**config.mk**
```make
export PLATFORM = sky130hd
export DESIGN_NAME = gnss_binary_frame_parser_top
export DESIGN_NICKNAME = d
export VERILOG_FILES = /design/src/rtl/gbfp_pkg.sv /design/src/rtl/gbfp_utc.sv /design/src/rtl/gbfp_ctrl.sv /design/src/rtl/gbfp_dp.sv /design/src/rtl/gnss_binary_frame_parser_top.sv
export SDC_FILE = /design/constraint.sdc
export NUM_CORES = 2
export LEC_CHECK = 0
export CAP_MARGIN = 20
export CORE_MARGIN = 2
export CORE_UTILIZATION = 30
export CTS_CLUSTER_DIAMETER = 150
export DETAILED_ROUTE_END_ITERATION = 8
export DONT_BUFFER_PORTS = 1
export SYNTH_ARGS = -nofsm -noshare
export SYNTH_HDL_FRONTEND = slang
export SYNTH_SLANG_ARGS = --single-unit
export TNS_END_PERCENT = 1
```
**constraint.sdc**
```tcl
create_clock -name clk -period 9.6 [get_ports clk]
set_clock_uncertainty 0.1 [all_clocks]
set_input_delay 2.88 -clock clk [delete_from_list [all_inputs] [get_ports clk]]
set_output_delay 2.88 -clock clk [all_outputs]
set_load 0.005 [all_outputs]
```
**src/rtl/gbfp_pkg.sv**
```systemverilog
// Shared types, constants and lookup functions of the binary frame parser.
package gbfp_pkg;

  localparam int CAPTURE_BYTES_DEF = 76;
  localparam int OFF_W = 7;

  localparam logic [7:0] SYNC1_BYTE = 8'hB5;
  localparam logic [7:0] SYNC2_BYTE = 8'h62;
  localparam logic [7:0] CLASS_NAV = 8'h01;
  localparam logic [7:0] ID_PVT = 8'h07;
  localparam logic [7:0] ID_ATT = 8'h05;
  localparam logic [15:0] PVT_MIN_LEN = 16'd92;
  localparam logic [15:0] ATT_MIN_LEN = 16'd32;
  localparam logic [7:0] FIX_2D = 8'd2;

  localparam logic KIND_PVT = 1'b0;
  localparam logic KIND_ATT = 1'b1;

  localparam logic [3:0] CODE_STATUS = 4'd0;
  localparam logic [3:0] CODE_UTC = 4'd1;
  localparam logic [3:0] CODE_PVT_FIRST_WORD = 4'd2;
  localparam logic [3:0] CODE_PVT_LAST_BASE = 4'd6;
  localparam logic [3:0] CODE_PVT_LAST_VEL = 4'd13;
  localparam logic [3:0] CODE_ATT_LAST = 4'd6;

  localparam logic [1:0] PRE_LAST = 2'd3;

  typedef enum logic [3:0] {
    ST_SYNC1,
    ST_SYNC2,
    ST_HEADER,
    ST_PAYLOAD,
    ST_CKA,
    ST_CKB,
    ST_PRE_GO,
    ST_PRE_WAIT,
    ST_UTC_GO,
    ST_UTC_WAIT,
    ST_EMIT,
    ST_ITEM_GO,
    ST_ITEM_WAIT
  } state_t;

  typedef struct packed {
    logic             clr;          // sync seen: clear count and sums
    logic             hdr;          // header beat
    logic             pay;          // payload beat
    logic             fetch_start;
    logic [OFF_W-1:0] fetch_addr;
    logic             fetch_item;   // 1: item word, 0: prefetch slot
    logic [1:0]       fetch_slot;
    logic             utc_start;
    logic             item_load;
    logic             kind;
    logic [3:0]       code;
    logic             last;
  } cmd_t;

  typedef struct packed {
    logic is_b5;
    logic is_62;
    logic hdr_last;
    logic len_zero;
    logic pay_last;
    logic cka_ok;
    logic ckb_good;
    logic ckb_kind;
    logic vel;
    logic acc_nz;
    logic fetch_busy;
    logic utc_busy;
    logic out_free;
  } sts_t;

  // Payload offsets of the words read before the items: date, time, nano, and fix (accuracy for attitude frames).
  function automatic logic [OFF_W-1:0] pre_offset(input logic kind, input logic [1:0] idx);
    logic [OFF_W-1:0] off;
    case (idx)
      2'd0:    off = 7'd4;
      2'd1:    off = 7'd8;
      2'd2:    off = 7'd16;
      default: off = (kind == KIND_ATT) ? 7'd28 : 7'd20;
    endcase
    return off;
  endfunction

  function automatic logic [OFF_W-1:0] item_offset(input logic kind, input logic [3:0] code);
    logic [OFF_W-1:0] off;
    if (kind == KIND_ATT) begin
      off = OFF_W'({code, 2'b00}) + 7'd4;
    end else begin
      case (code)
        4'd2:    off = 7'd24;
        4'd3:    off = 7'd28;
        4'd4:    off = 7'd36;
        4'd5:    off = 7'd40;
        4'd6:    off = 7'd44;
        default: off = OFF_W'({code, 2'b00}) + 7'd20;
      endcase
    end
    return off;
  endfunction

  function automatic logic item_signed(input logic kind, input logic [3:0] code);
    logic s;
    if (kind == KIND_ATT) begin
      s = (code <= 4'd3);
    end else begin
      s = (code <= 4'd4) || ((code >= 4'd7) && (code <= 4'd11));
    end
    return s;
  endfunction

  // Day of year of the first of a month, year starting in March.
  function automatic logic [8:0] doy_first(input logic [3:0] m0);
    logic [8:0] d;
    case (m0)
      4'd0:    d = 9'd306;
      4'd1:    d = 9'd337;
      4'd2:    d = 9'd0;
      4'd3:    d = 9'd31;
      4'd4:    d = 9'd61;
      4'd5:    d = 9'd92;
      4'd6:    d = 9'd122;
      4'd7:    d = 9'd153;
      4'd8:    d = 9'd184;
      4'd9:    d = 9'd214;
      4'd10:   d = 9'd245;
      default: d = 9'd275;
    endcase
    return d;
  endfunction

endpackage

```
**src/rtl/gbfp_utc.sv**
```systemverilog
// Multi-cycle conversion of a calendar date and time into UTC nanoseconds.
module gbfp_utc (
  input  logic        clk,
  input  logic        rst_n,
  input  logic        start,
  input  logic [31:0] date_w,
  input  logic [31:0] time_w,
  input  logic [31:0] nano_w,
  output logic        busy,
  output logic [63:0] value
);

  localparam logic [3:0] STEP_LAST = 4'd11;
  localparam logic signed [65:0] NS_MAX = 66'sh0_7FFF_FFFF_FFFF_FFFF;
  localparam logic signed [44:0] SECS_MAX = 45'sd9223372036;

  logic              busy_r;
  logic [3:0]        step_r;
  logic signed [17:0] y_r, y2_r;
  logic [3:0]        m0_r;
  logic [8:0]        doy_r;
  logic signed [8:0] era_r;
  logic [8:0]        yoe_r;
  logic signed [26:0] erad_r;
  logic [17:0]       doe_r;
  logic signed [27:0] days_r;
  logic signed [44:0] prod_r, secs_r;
  logic              neg_r, big_r;
  logic [46:0]       pl_r;
  logic signed [48:0] ph_r;
  logic [63:0]       value_r;

  logic [7:0]  month, mm1;
  logic [15:0] q_prod;
  logic [4:0]  q12;
  logic [3:0]  r12;
  logic [34:0] era_prod;
  logic signed [17:0] e400;
  logic [13:0] q100_prod;
  logic [19:0] hms;
  logic signed [65:0] sum;

  always_comb begin
    month     = date_w[23:16];
    mm1       = month - 8'd1;
    q_prod    = 16'(mm1) * 16'd171;
    q12       = q_prod[15:11];
    r12       = 4'(mm1 - 8'(q12) * 8'd12);
    era_prod  = 35'(y2_r[16:0]) * 35'd167773;
    e400      = 18'(era_r) * 18'sd400;
    q100_prod = 14'(yoe_r) * 14'd41;
    hms       = 20'(time_w[7:0]) * 20'd3600 + 20'(time_w[15:8]) * 20'd60
              + 20'(time_w[23:16]);
    sum       = $signed({ph_r, 17'b0}) + $signed({19'b0, pl_r})
              + 66'($signed(nano_w));
  end

  always_ff @(posedge clk) begin
    if (!rst_n) begin
      busy_r <= 1'b0;
      step_r <= 4'd0;
    end else if (start) begin
      busy_r <= 1'b1;
      step_r <= 4'd1;
    end else if (busy_r) begin
      step_r <= step_r + 4'd1;
      if (step_r == STEP_LAST) busy_r <= 1'b0;
    end
  end

  always_ff @(posedge clk) begin
    if (busy_r) begin
      case (step_r)
        4'd1: begin
          // month zero folds into December of the previous year
          if (month == 8'd0) begin
            y_r  <= $signed({2'b00, date_w[15:0]}) - 18'sd1;
            m0_r <= 4'd11;
          end else begin
            y_r  <= $signed({2'b00, date_w[15:0]}) + $signed({13'b0, q12});
            m0_r <= r12;
          end
        end
        4'd2: begin
          y2_r  <= (m0_r < 4'd2) ? y_r - 18'sd1 : y_r;
          doy_r <= gbfp_pkg::doy_first(m0_r);
        end
        4'd3: era_r <= y2_r[17] ? -9'sd1 : $signed(era_prod[34:26]);
        4'd4: begin
          yoe_r  <= 9'(y2_r - e400);
          erad_r <= 27'(era_r) * 27'sd146097;
        end
        4'd5: doe_r <= 18'(yoe_r) * 18'd365 + 18'(yoe_r[8:2]) - 18'(q100_prod[13:12])
                     + 18'(doy_r);
        4'd6: days_r <= 28'(erad_r) + $signed({10'b0, doe_r})
                      + $signed({20'b0, date_w[31:24]}) - 28'sd719469;
        4'd7: prod_r <= 45'(days_r) * 45'sd86400;
        4'd8: secs_r <= prod_r + $signed({25'b0, hms});
        4'd9: begin
          neg_r <= secs_r < -45'sd2;
          big_r <= secs_r > SECS_MAX;
          pl_r  <= 47'(secs_r[16:0]) * 47'd1000000000;
        end
        4'd10: ph_r <= 49'($signed(secs_r[34:17])) * 49'sd1000000000;
        4'd11: begin
          if (!time_w[26] || neg_r) value_r <= 64'd0;
          else if (big_r || sum > NS_MAX) value_r <= NS_MAX[63:0];
          else if (sum < 66'sd0) value_r <= 64'd0;
          else value_r <= sum[63:0];
        end
        default: value_r <= value_r;
      endcase
    end
  end

  assign busy  = busy_r;
  assign value = value_r;

endmodule

```
**src/rtl/gbfp_ctrl.sv**
```systemverilog
// Controller: frame hunt, prefetch, conversion and result sequencing.
module gbfp_ctrl (
  input  logic            clk,
  input  logic            rst_n,
  input  logic            in_valid,
  output logic            in_ready,
  input  gbfp_pkg::sts_t  sts,
  output gbfp_pkg::cmd_t  cmd
);

  gbfp_pkg::state_t state_r, state_nxt;
  logic       kind_r, kind_nxt;
  logic [3:0] code_r, code_nxt;
  logic [1:0] pre_r, pre_nxt;
  logic       beat, last_now, fetch_next;
  logic [3:0] code_inc;

  always_comb begin
    in_ready = (state_r == gbfp_pkg::ST_SYNC1) || (state_r == gbfp_pkg::ST_SYNC2) ||
               (state_r == gbfp_pkg::ST_HEADER) || (state_r == gbfp_pkg::ST_PAYLOAD) ||
               (state_r == gbfp_pkg::ST_CKA) || (state_r == gbfp_pkg::ST_CKB);
    beat     = in_valid && in_ready;
    code_inc = code_r + 4'd1;
    if (kind_r == gbfp_pkg::KIND_PVT) begin
      last_now   = (code_r == gbfp_pkg::CODE_PVT_LAST_VEL) ||
                   ((code_r == gbfp_pkg::CODE_PVT_LAST_BASE) && !sts.vel);
      fetch_next = code_inc >= gbfp_pkg::CODE_PVT_FIRST_WORD;
    end else begin
      last_now   = (code_r == gbfp_pkg::CODE_ATT_LAST) ||
                   ((code_r == gbfp_pkg::CODE_STATUS) && !sts.acc_nz);
      fetch_next = 1'b1;
    end
  end

  // next state
  always_comb begin
    state_nxt = state_r;
    kind_nxt  = kind_r;
    code_nxt  = code_r;
    pre_nxt   = pre_r;
    case (state_r)
      gbfp_pkg::ST_SYNC1: begin
        if (beat && sts.is_b5) state_nxt = gbfp_pkg::ST_SYNC2;
      end
      gbfp_pkg::ST_SYNC2: begin
        if (beat) begin
          if (sts.is_62) state_nxt = gbfp_pkg::ST_HEADER;
          else if (!sts.is_b5) state_nxt = gbfp_pkg::ST_SYNC1;
        end
      end
      gbfp_pkg::ST_HEADER: begin
        if (beat && sts.hdr_last)
          state_nxt = sts.len_zero ? gbfp_pkg::ST_CKA : gbfp_pkg::ST_PAYLOAD;
      end
      gbfp_pkg::ST_PAYLOAD: begin
        if (beat && sts.pay_last) state_nxt = gbfp_pkg::ST_CKA;
      end
      gbfp_pkg::ST_CKA: begin
        if (beat) state_nxt = sts.cka_ok ? gbfp_pkg::ST_CKB : gbfp_pkg::ST_SYNC1;
      end
      gbfp_pkg::ST_CKB: begin
        if (beat) begin
          if (sts.ckb_good) begin
            state_nxt = gbfp_pkg::ST_PRE_GO;
            kind_nxt  = sts.ckb_kind;
            code_nxt  = gbfp_pkg::CODE_STATUS;
            // attitude frames need only the accuracy word
            pre_nxt   = (sts.ckb_kind == gbfp_pkg::KIND_ATT) ? gbfp_pkg::PRE_LAST : 2'd0;
          end else begin
            state_nxt = gbfp_pkg::ST_SYNC1;
          end
        end
      end
      gbfp_pkg::ST_PRE_GO: state_nxt = gbfp_pkg::ST_PRE_WAIT;
      gbfp_pkg::ST_PRE_WAIT: begin
        if (!sts.fetch_busy) begin
          if (pre_r != gbfp_pkg::PRE_LAST) begin
            pre_nxt   = pre_r + 2'd1;
            state_nxt = gbfp_pkg::ST_PRE_GO;
          end else if (kind_r == gbfp_pkg::KIND_PVT) begin
            state_nxt = gbfp_pkg::ST_UTC_GO;
          end else begin
            state_nxt = gbfp_pkg::ST_EMIT;
          end
        end
      end
      gbfp_pkg::ST_UTC_GO: state_nxt = gbfp_pkg::ST_UTC_WAIT;
      gbfp_pkg::ST_UTC_WAIT: begin
        if (!sts.utc_busy) state_nxt = gbfp_pkg::ST_EMIT;
      end
      gbfp_pkg::ST_EMIT: begin
        if (sts.out_free) begin
          if (last_now) begin
            state_nxt = gbfp_pkg::ST_SYNC1;
          end else begin
            code_nxt  = code_inc;
            state_nxt = fetch_next ? gbfp_pkg::ST_ITEM_GO : gbfp_pkg::ST_EMIT;
          end
        end
      end
      gbfp_pkg::ST_ITEM_GO: state_nxt = gbfp_pkg::ST_ITEM_WAIT;
      gbfp_pkg::ST_ITEM_WAIT: begin
        if (!sts.fetch_busy) state_nxt = gbfp_pkg::ST_EMIT;
      end
      default: state_nxt = gbfp_pkg::ST_SYNC1;
    endcase
  end

  // outputs
  always_comb begin
    cmd             = '0;
    cmd.kind        = kind_r;
    cmd.code        = code_r;
    cmd.last        = last_now;
    cmd.fetch_slot  = pre_r;
    cmd.fetch_addr  = gbfp_pkg::pre_offset(kind_r, pre_r);
    case (state_r)
      gbfp_pkg::ST_SYNC2:   cmd.clr = beat && sts.is_62;
      gbfp_pkg::ST_HEADER:  cmd.hdr = beat;
      gbfp_pkg::ST_PAYLOAD: cmd.pay = beat;
      gbfp_pkg::ST_PRE_GO:  cmd.fetch_start = 1'b1;
      gbfp_pkg::ST_UTC_GO:  cmd.utc_start = 1'b1;
      gbfp_pkg::ST_EMIT:    cmd.item_load = sts.out_free;
      gbfp_pkg::ST_ITEM_GO: begin
        cmd.fetch_start = 1'b1;
        cmd.fetch_item  = 1'b1;
        cmd.fetch_addr  = gbfp_pkg::item_offset(kind_r, code_r);
      end
      default: cmd.clr = 1'b0;
    endcase
  end

  always_ff @(posedge clk) begin
    if (!rst_n) begin
      state_r <= gbfp_pkg::ST_SYNC1;
      kind_r  <= gbfp_pkg::KIND_PVT;
      code_r  <= gbfp_pkg::CODE_STATUS;
      pre_r   <= 2'd0;
    end else begin
      state_r <= state_nxt;
      kind_r  <= kind_nxt;
      code_r  <= code_nxt;
      pre_r   <= pre_nxt;
    end
  end

endmodule

```
**src/rtl/gbfp_dp.sv**
```systemverilog
// Datapath: header fields, checksum, payload memory, word fetch and output register.
module gbfp_dp #(
  parameter int CAPTURE_BYTES = gbfp_pkg::CAPTURE_BYTES_DEF
) (
  input  logic           clk,
  input  logic           rst_n,
  input  logic [7:0]     in_rx_byte,
  input  logic           out_ready,
  input  gbfp_pkg::cmd_t cmd,
  output gbfp_pkg::sts_t sts,
  output logic           out_valid,
  output logic           out_frame_kind,
  output logic [3:0]     out_item_code,
  output logic [63:0]    out_item_value,
  output logic           out_last_item
);

  localparam int AW = $clog2(CAPTURE_BYTES);

  logic [7:0]  class_r, id_r, sum_a_r, sum_b_r;
  logic [15:0] len_r, bc_r;
  logic [7:0]  sum_a_nxt;
  logic [7:0]  mem [CAPTURE_BYTES];
  logic [7:0]  rd_data_r;
  logic [AW-1:0] rd_addr;

  logic          f_busy_r, f_item_r;
  logic [1:0]    f_slot_r;
  logic [2:0]    f_cnt_r;
  logic [AW-1:0] f_base_r;
  logic [31:0]   asm_r, asm_nxt;
  logic [31:0]   slot_r [4];
  logic [31:0]   word_r;

  logic        utc_busy;
  logic [63:0] utc_value;

  logic        out_valid_r, out_kind_r, out_last_r;
  logic [3:0]  out_code_r;
  logic [63:0] out_value_r;
  logic [63:0] value;
  logic [7:0]  fix;
  logic        vel;
  logic [15:0] len_full;

  gbfp_utc u_utc (
    .clk    (clk),
    .rst_n  (rst_n),
    .start  (cmd.utc_start),
    .date_w (slot_r[0]),
    .time_w (slot_r[1]),
    .nano_w (slot_r[2]),
    .busy   (utc_busy),
    .value  (utc_value)
  );

  always_comb begin
    sum_a_nxt = sum_a_r + in_rx_byte;
    len_full  = {in_rx_byte, len_r[7:0]};
    fix       = slot_r[3][7:0];
    vel       = fix >= gbfp_pkg::FIX_2D;
    rd_addr   = f_base_r + AW'(f_cnt_r[1:0]);
    asm_nxt   = {rd_data_r, asm_r[31:8]};

    sts.is_b5      = in_rx_byte == gbfp_pkg::SYNC1_BYTE;
    sts.is_62      = in_rx_byte == gbfp_pkg::SYNC2_BYTE;
    sts.hdr_last   = bc_r == 16'd3;
    sts.len_zero   = len_full == 16'd0;
    sts.pay_last   = 17'(bc_r) + 17'd1 >= 17'(len_r);
    sts.cka_ok     = in_rx_byte == sum_a_r;
    sts.ckb_good   = (in_rx_byte == sum_b_r) && (class_r == gbfp_pkg::CLASS_NAV) &&
                     (((id_r == gbfp_pkg::ID_PVT) && (len_r >= gbfp_pkg::PVT_MIN_LEN)) ||
                      ((id_r == gbfp_pkg::ID_ATT) && (len_r >= gbfp_pkg::ATT_MIN_LEN)));
    sts.ckb_kind   = (id_r == gbfp_pkg::ID_PVT) ? gbfp_pkg::KIND_PVT : gbfp_pkg::KIND_ATT;
    sts.vel        = vel;
    sts.acc_nz     = slot_r[3] != 32'd0;
    sts.fetch_busy = f_busy_r;
    sts.utc_busy   = utc_busy;
    sts.out_free   = !out_valid_r || out_ready;

    if (cmd.code == gbfp_pkg::CODE_STATUS) begin
      if (cmd.kind == gbfp_pkg::KIND_PVT)
        value = {52'b0, vel, (utc_value != 64'd0) && vel, slot_r[3][15:14], fix};
      else
        value = {63'b0, sts.acc_nz};
    end else if ((cmd.kind == gbfp_pkg::KIND_PVT) && (cmd.code == gbfp_pkg::CODE_UTC)) begin
      value = utc_value;
    end else if (gbfp_pkg::item_signed(cmd.kind, cmd.code)) begin
      value = 64'($signed(word_r));
    end else begin
      value = {32'b0, word_r};
    end
  end

  // header and checksum
  always_ff @(posedge clk) begin
    if (!rst_n) begin
      class_r <= 8'd0;
      id_r    <= 8'd0;
      len_r   <= 16'd0;
      bc_r    <= 16'd0;
      sum_a_r <= 8'd0;
      sum_b_r <= 8'd0;
    end else if (cmd.clr) begin
      bc_r    <= 16'd0;
      sum_a_r <= 8'd0;
      sum_b_r <= 8'd0;
    end else if (cmd.hdr || cmd.pay) begin
      sum_a_r <= sum_a_nxt;
      sum_b_r <= sum_b_r + sum_a_nxt;
      bc_r    <= bc_r + 16'd1;
      if (cmd.hdr) begin
        case (bc_r[1:0])
          2'd0:    class_r <= in_rx_byte;
          2'd1:    id_r    <= in_rx_byte;
          2'd2:    len_r   <= {8'd0, in_rx_byte};
          default: begin
            len_r <= len_full;
            bc_r  <= 16'd0;
          end
        endcase
      end
    end
  end

  always_ff @(posedge clk) begin
    if (cmd.pay && (bc_r < 16'(CAPTURE_BYTES))) mem[bc_r[AW-1:0]] <= in_rx_byte;
    rd_data_r <= mem[rd_addr];
  end

  // four-byte little-endian word fetch, one byte a cycle
  always_ff @(posedge clk) begin
    if (!rst_n) begin
      f_busy_r <= 1'b0;
      f_cnt_r  <= 3'd0;
    end else if (cmd.fetch_start) begin
      f_busy_r <= 1'b1;
      f_cnt_r  <= 3'd0;
    end else if (f_busy_r) begin
      f_cnt_r <= f_cnt_r + 3'd1;
      if (f_cnt_r == 3'd4) f_busy_r <= 1'b0;
    end
  end

  always_ff @(posedge clk) begin
    if (cmd.fetch_start) begin
      f_base_r <= cmd.fetch_addr[AW-1:0];
      f_item_r <= cmd.fetch_item;
      f_slot_r <= cmd.fetch_slot;
    end
    if (f_busy_r && (f_cnt_r != 3'd0)) asm_r <= asm_nxt;
    if (f_busy_r && (f_cnt_r == 3'd4)) begin
      if (f_item_r) word_r <= asm_nxt;
      else slot_r[f_slot_r] <= asm_nxt;
    end
  end

  // output register: hold until taken
  always_ff @(posedge clk) begin
    if (!rst_n) begin
      out_valid_r <= 1'b0;
    end else if (cmd.item_load) begin
      out_valid_r <= 1'b1;
    end else if (out_ready) begin
      out_valid_r <= 1'b0;
    end
  end

  always_ff @(posedge clk) begin
    if (cmd.item_load) begin
      out_kind_r  <= cmd.kind;
      out_code_r  <= cmd.code;
      out_value_r <= value;
      out_last_r  <= cmd.last;
    end
  end

  assign out_valid      = out_valid_r;
  assign out_frame_kind = out_kind_r;
  assign out_item_code  = out_code_r;
  assign out_item_value = out_value_r;
  assign out_last_item  = out_last_r;

endmodule

```
**src/rtl/gnss_binary_frame_parser_top.sv**
```systemverilog
// Top level of the binary navigation frame parser.
//
//   channel  direction  handshake            payload
//   in       input      in_valid/in_ready    in_rx_byte
//   out      output     out_valid/out_ready  out_frame_kind, out_item_code,
//                                            out_item_value, out_last_item
//
// in_ready stays high through every beat that does not close a frame.
// A frame that emits reads each 32-bit word through the single read port of the
// payload memory, and position frames add a date conversion before their results.
// in_ready stays low from a good ck_b beat until the last result is loaded.
// A stalled result holds the output register; reset is synchronous, active low.
module gnss_binary_frame_parser_top #(
  parameter int CAPTURE_BYTES = gbfp_pkg::CAPTURE_BYTES_DEF
) (
  input  logic        clk,
  input  logic        rst_n,
  input  logic        in_valid,
  output logic        in_ready,
  input  logic [7:0]  in_rx_byte,
  output logic        out_valid,
  input  logic        out_ready,
  output logic        out_frame_kind,
  output logic [3:0]  out_item_code,
  output logic [63:0] out_item_value,
  output logic        out_last_item
);

  gbfp_pkg::cmd_t cmd;
  gbfp_pkg::sts_t sts;

  gbfp_ctrl u_ctrl (
    .clk      (clk),
    .rst_n    (rst_n),
    .in_valid (in_valid),
    .in_ready (in_ready),
    .sts      (sts),
    .cmd      (cmd)
  );

  gbfp_dp #(
    .CAPTURE_BYTES (CAPTURE_BYTES)
  ) u_dp (
    .clk            (clk),
    .rst_n          (rst_n),
    .in_rx_byte     (in_rx_byte),
    .out_ready      (out_ready),
    .cmd            (cmd),
    .sts            (sts),
    .out_valid      (out_valid),
    .out_frame_kind (out_frame_kind),
    .out_item_code  (out_item_code),
    .out_item_value (out_item_value),
    .out_last_item  (out_last_item)
  );

endmodule

```
==> impl_metrics.env <==
export IMPL_post_route_util_pct=33.2
export IMPL_relSlewSlack_pct=11.0
export IMPL_grt_overflow=0
export IMPL_die_y_um=555
export IMPL_numCtsBuffers=149
export IMPL_timing_final_crit_share_pct=84.3
export IMPL_ir_worst_vdd_uv=141
export IMPL_die_w_um=555
export IMPL_pwr_share_comb_pct=0.2
export IMPL_min_period_ns=8.09
export IMPL_io_buffers=0
export IMPL_setup_viol=0
export IMPL_min_from="u_dp.slot_r[1][17]"
export IMPL_clkSinkCount=1323
export IMPL_ctsResizeCount=0
export IMPL_post_dp_cell_area_mm2=0.0957
export IMPL_yosysTopAreaCell="edfxtp_1"
export IMPL_yosysSeqAreaShare_pct=42.6
export IMPL_yosys_top_cells_count="edfxtp_1, inv_1, ha_1, fa_1, a21oi_1"
export IMPL_grt_pass1_wl_um=337000
export IMPL_area_growth_pct=10.4
export IMPL_synth_top_area_share_pct=40.6
export IMPL_synth_seq_cells=1323
export IMPL_p_total_mw=11.9
export IMPL_worstReg2RegEnd="u_dp.u_utc.doe_r[17]"
export IMPL_wire_per_inst_um=19.0
export IMPL_hpwlAfterDp_um=163000
export IMPL_critical_path_required_ns=10.02
export IMPL_antenna_found_initial=10
export IMPL_max_freq_ghz=0.124
export IMPL_gp_congestion=0.885
export IMPL_die_area_mm2=0.308
export IMPL_postCtsHoldBufs=0
export IMPL_switching_share_pct=19.7
export IMPL_power_density_mw_per_mm2=118
export IMPL_worst_pin_slew_ns=1.30
export IMPL_clock_root_buffer="clkbuf_16"
export IMPL_final_nets=9027
export IMPL_clk_latency_ns=0.87
export IMPL_synth_nets=9000
export IMPL_syn_avg_cell_area_um2=12.6
export IMPL_highest_layer="met5"
export IMPL_crit_reg2reg_launch="u_dp.u_utc.yoe_r[3]"
export IMPL_hold_path_end="u_dp.u_utc.secs_r[1]"
export IMPL_start_util_pct=30.1
export IMPL_cp_data_arrival_time_ns=8.52
export IMPL_syn_area_mm2=0.0911
export IMPL_io_pins=84
export IMPL_core_area_mm2=0.303
export IMPL_grt_pass1_vias=56500
export IMPL_via_per_inst=4.80
export IMPL_synthTopCellsByArea="edfxtp_1, ha_1, fa_1, mux4_2, inv_1"
export IMPL_worstSetupStartpointType="flop"
export IMPL_drv_slew=0
export IMPL_cp_max_fo=9
export IMPL_cp_slowest_cell="fa_1"
export IMPL_hold_depth=0
export IMPL_m1WireLength_um=99800
export IMPL_clk_pin_slew_ns=0.06
export IMPL_ant_nets=0
export IMPL_cts_tree="built"
export IMPL_hold_viol=0
export IMPL_ys_warn_count=0
export IMPL_ff2ff_path_depth=35
export IMPL_status="finished, final reports clean"
export IMPL_grt_max_degree=86
export IMPL_pwr_share_seq_pct=52.7
export IMPL_p_sw_mw=2.33
export IMPL_postSynthCellCount=7221
export IMPL_critical_path_max_stage_delay_ns=0.61
export IMPL_drtIter0Drc=4060
export IMPL_rows=202
export IMPL_routed_wl_met3_um=10800
export IMPL_dr_pass1_iters=5
export IMPL_postRouteWirelength_um=216000
export IMPL_post_cts_setup_buffers=0
export IMPL_vias=54500
export IMPL_endpoint_kind="flop"
export IMPL_drc=0
export IMPL_hold_path_class="flop to flop"
export IMPL_cts_buffer_depth=4
export IMPL_pwr_share_clk_pct=47.1
export IMPL_drive_gt1_share_pct=6.76
export IMPL_wl_met2_um=101000
export IMPL_design_area_mm2=0.101
export IMPL_synth_edf_count=1230
export IMPL_grt_setup_unrepaired="false"
export IMPL_p_int_mw=9.52
export IMPL_setup_tns_ns=0
export IMPL_async_flop_share_pct=0
export IMPL_maxCapViolations=0
export IMPL_yosysMostFrequentCell="edfxtp_1"
export IMPL_track_usage_pct=13.9
export IMPL_critPathKind="flop to flop"
export IMPL_r2r_slack_ns=1.51
export IMPL_power_leakage_nw=41.3
export IMPL_ys_flop_type="edfxtp_1"
export IMPL_htreeDepth=4
export IMPL_synth_cell_types=80
[critical path, delay by kind of cell (launching register included)]
| family | cells | cell delay, ns |
|---|---|---|
| adders and majority gates | 9 | 3.19 |
| AOI/OAI and AO/OA | 15 | 3.12 |
| DFF | 1 | 0.59 |
| and+or+nand+nor | 4 | 0.36 |
| buffers and inverters | 5 | 0.26 |
| xor gates and xnor gates | 2 | 0.22 |
[cells by family (layout without fill, tap and decap cells)]
group                      count (synthesis)  in the layout  share of synthesized area [%]
adders and majority gates               1767           1767                           29.6
DFF                                     1323           1323                           42.6
buffers and inverters                   1304           1439                           5.45
and+or+nand+nor                         1177           1177                           6.24
AOI/OAI and AO/OA                       1040           1040                           7.27
xor gates and xnor gates                 369            369                           3.55
muxes                                    240            240                           5.29
other                                      1              4                        0.00412
[registers in the layout, indices dropped and copies added, names as in the netlist, 24 cells and up]
name / flops
u_dp.asm_r: 24
u_dp.mem: 608
u_dp.out_item_value: 64
u_dp.slot_r: 121
u_dp.u_utc.days_r: 28
u_dp.u_utc.erad_r: 27
u_dp.u_utc.ph_r: 40
u_dp.u_utc.pl_r: 38
u_dp.u_utc.prod_r: 38
u_dp.u_utc.secs_r: 45
u_dp.u_utc.value: 64
u_dp.word_r: 32
[metal layers]
| metal | vias to the layer above | track usage [%] |
|---|---|---|
| li1 | 25500 | - |
| met1 | 27500 | 19.5 |
| met2 | 1269 | 22.8 |
| met3 | 254 | 2.01 |
| met4 | 8 | 2.83 |
| met5 | - | 0 |
[worst max-delay path by stage]
stage,cells after the start,slack (ns),start,to
detailed placement,35,1.53,u_dp.u_utc.yoe_r[3],u_dp.u_utc.doe_r[17]
global placement,35,1.41,u_dp.u_utc.yoe_r[3],u_dp.u_utc.doe_r[17]
finish,35,1.51,u_dp.u_utc.yoe_r[3],u_dp.u_utc.doe_r[17]
global route,39,0.98,u_dp.u_utc.yoe_r[3],u_dp.u_utc.doe_r[16]
floorplan,35,2.31,u_dp.u_utc.yoe_r[3],u_dp.u_utc.doe_r[17]
CTS,35,1.49,u_dp.u_utc.yoe_r[3],u_dp.u_utc.doe_r[17]
[placed cells by master, fill, tap and decap left out, types with 19 or more instances in the layout]
cell / n
edfxtp_1: 1230
nand2b_1: 36
mux2i_1: 38
and2_1: 20
clkbuf_16: 151
nand3b_1: 26
nand4_1: 58
nor2_1: 289
a21o_1: 179
a211oi_1: 23
o31ai_1: 19
a31oi_1: 23
ha_1: 1122
mux4_2: 192
clkbuf_1: 32
fa_1: 645
a21boi_0: 27
clkinv_1: 24
nand2_1: 343
xnor2_1: 247
or3_1: 22
o21bai_1: 64
xor2_1: 122
nand3_1: 94
o21ai_0: 167
dfxtp_1: 91
nor2b_1: 59
o21a_1: 54
a21oi_1: 346
and3_1: 34
buf_4: 37
nor3_1: 69
nor4_1: 56
inv_1: 1138
[power groups by stage]
stage                     sequential [mW]  combinational [mW]  clock [mW]
final                                6.25              0.0263        5.58
after global placement               6.37              0.0256           0
after floorplan                      6.37              0.0252           0
after CTS                            6.24              0.0263        5.73
after global routing                 6.24              0.0291        5.95
after detailed placement             6.37              0.0262           0
[final cells by class]
| cell class | instances | area (µm²) |
|---|---|---|
| diodes | 3 | 7.51 |
| clock buffers | 186 | 3940 |
| fillers | 29500 | 202000 |
| repair buffers | 41 | 365 |
| multi-input cells | 4594 | 47400 |
| flip-flops and latches | 1323 | 38800 |
| clock inverters | 73 | 743 |
| inverters | 1139 | 4280 |
| well taps | 3978 | 4980 |
[per-stage QoR]
step,setup WS (ns),instances,hold WS [ns]
final,1.51,11300,0.310
after global routing,0.980,11300,0.332
after CTS,1.49,11300,0.309
after detailed placement,1.53,11100,0.305
after global placement,1.41,11100,0.303
after floorplan,2.31,7221,0.300
Power figures use the tool's default switching activity.
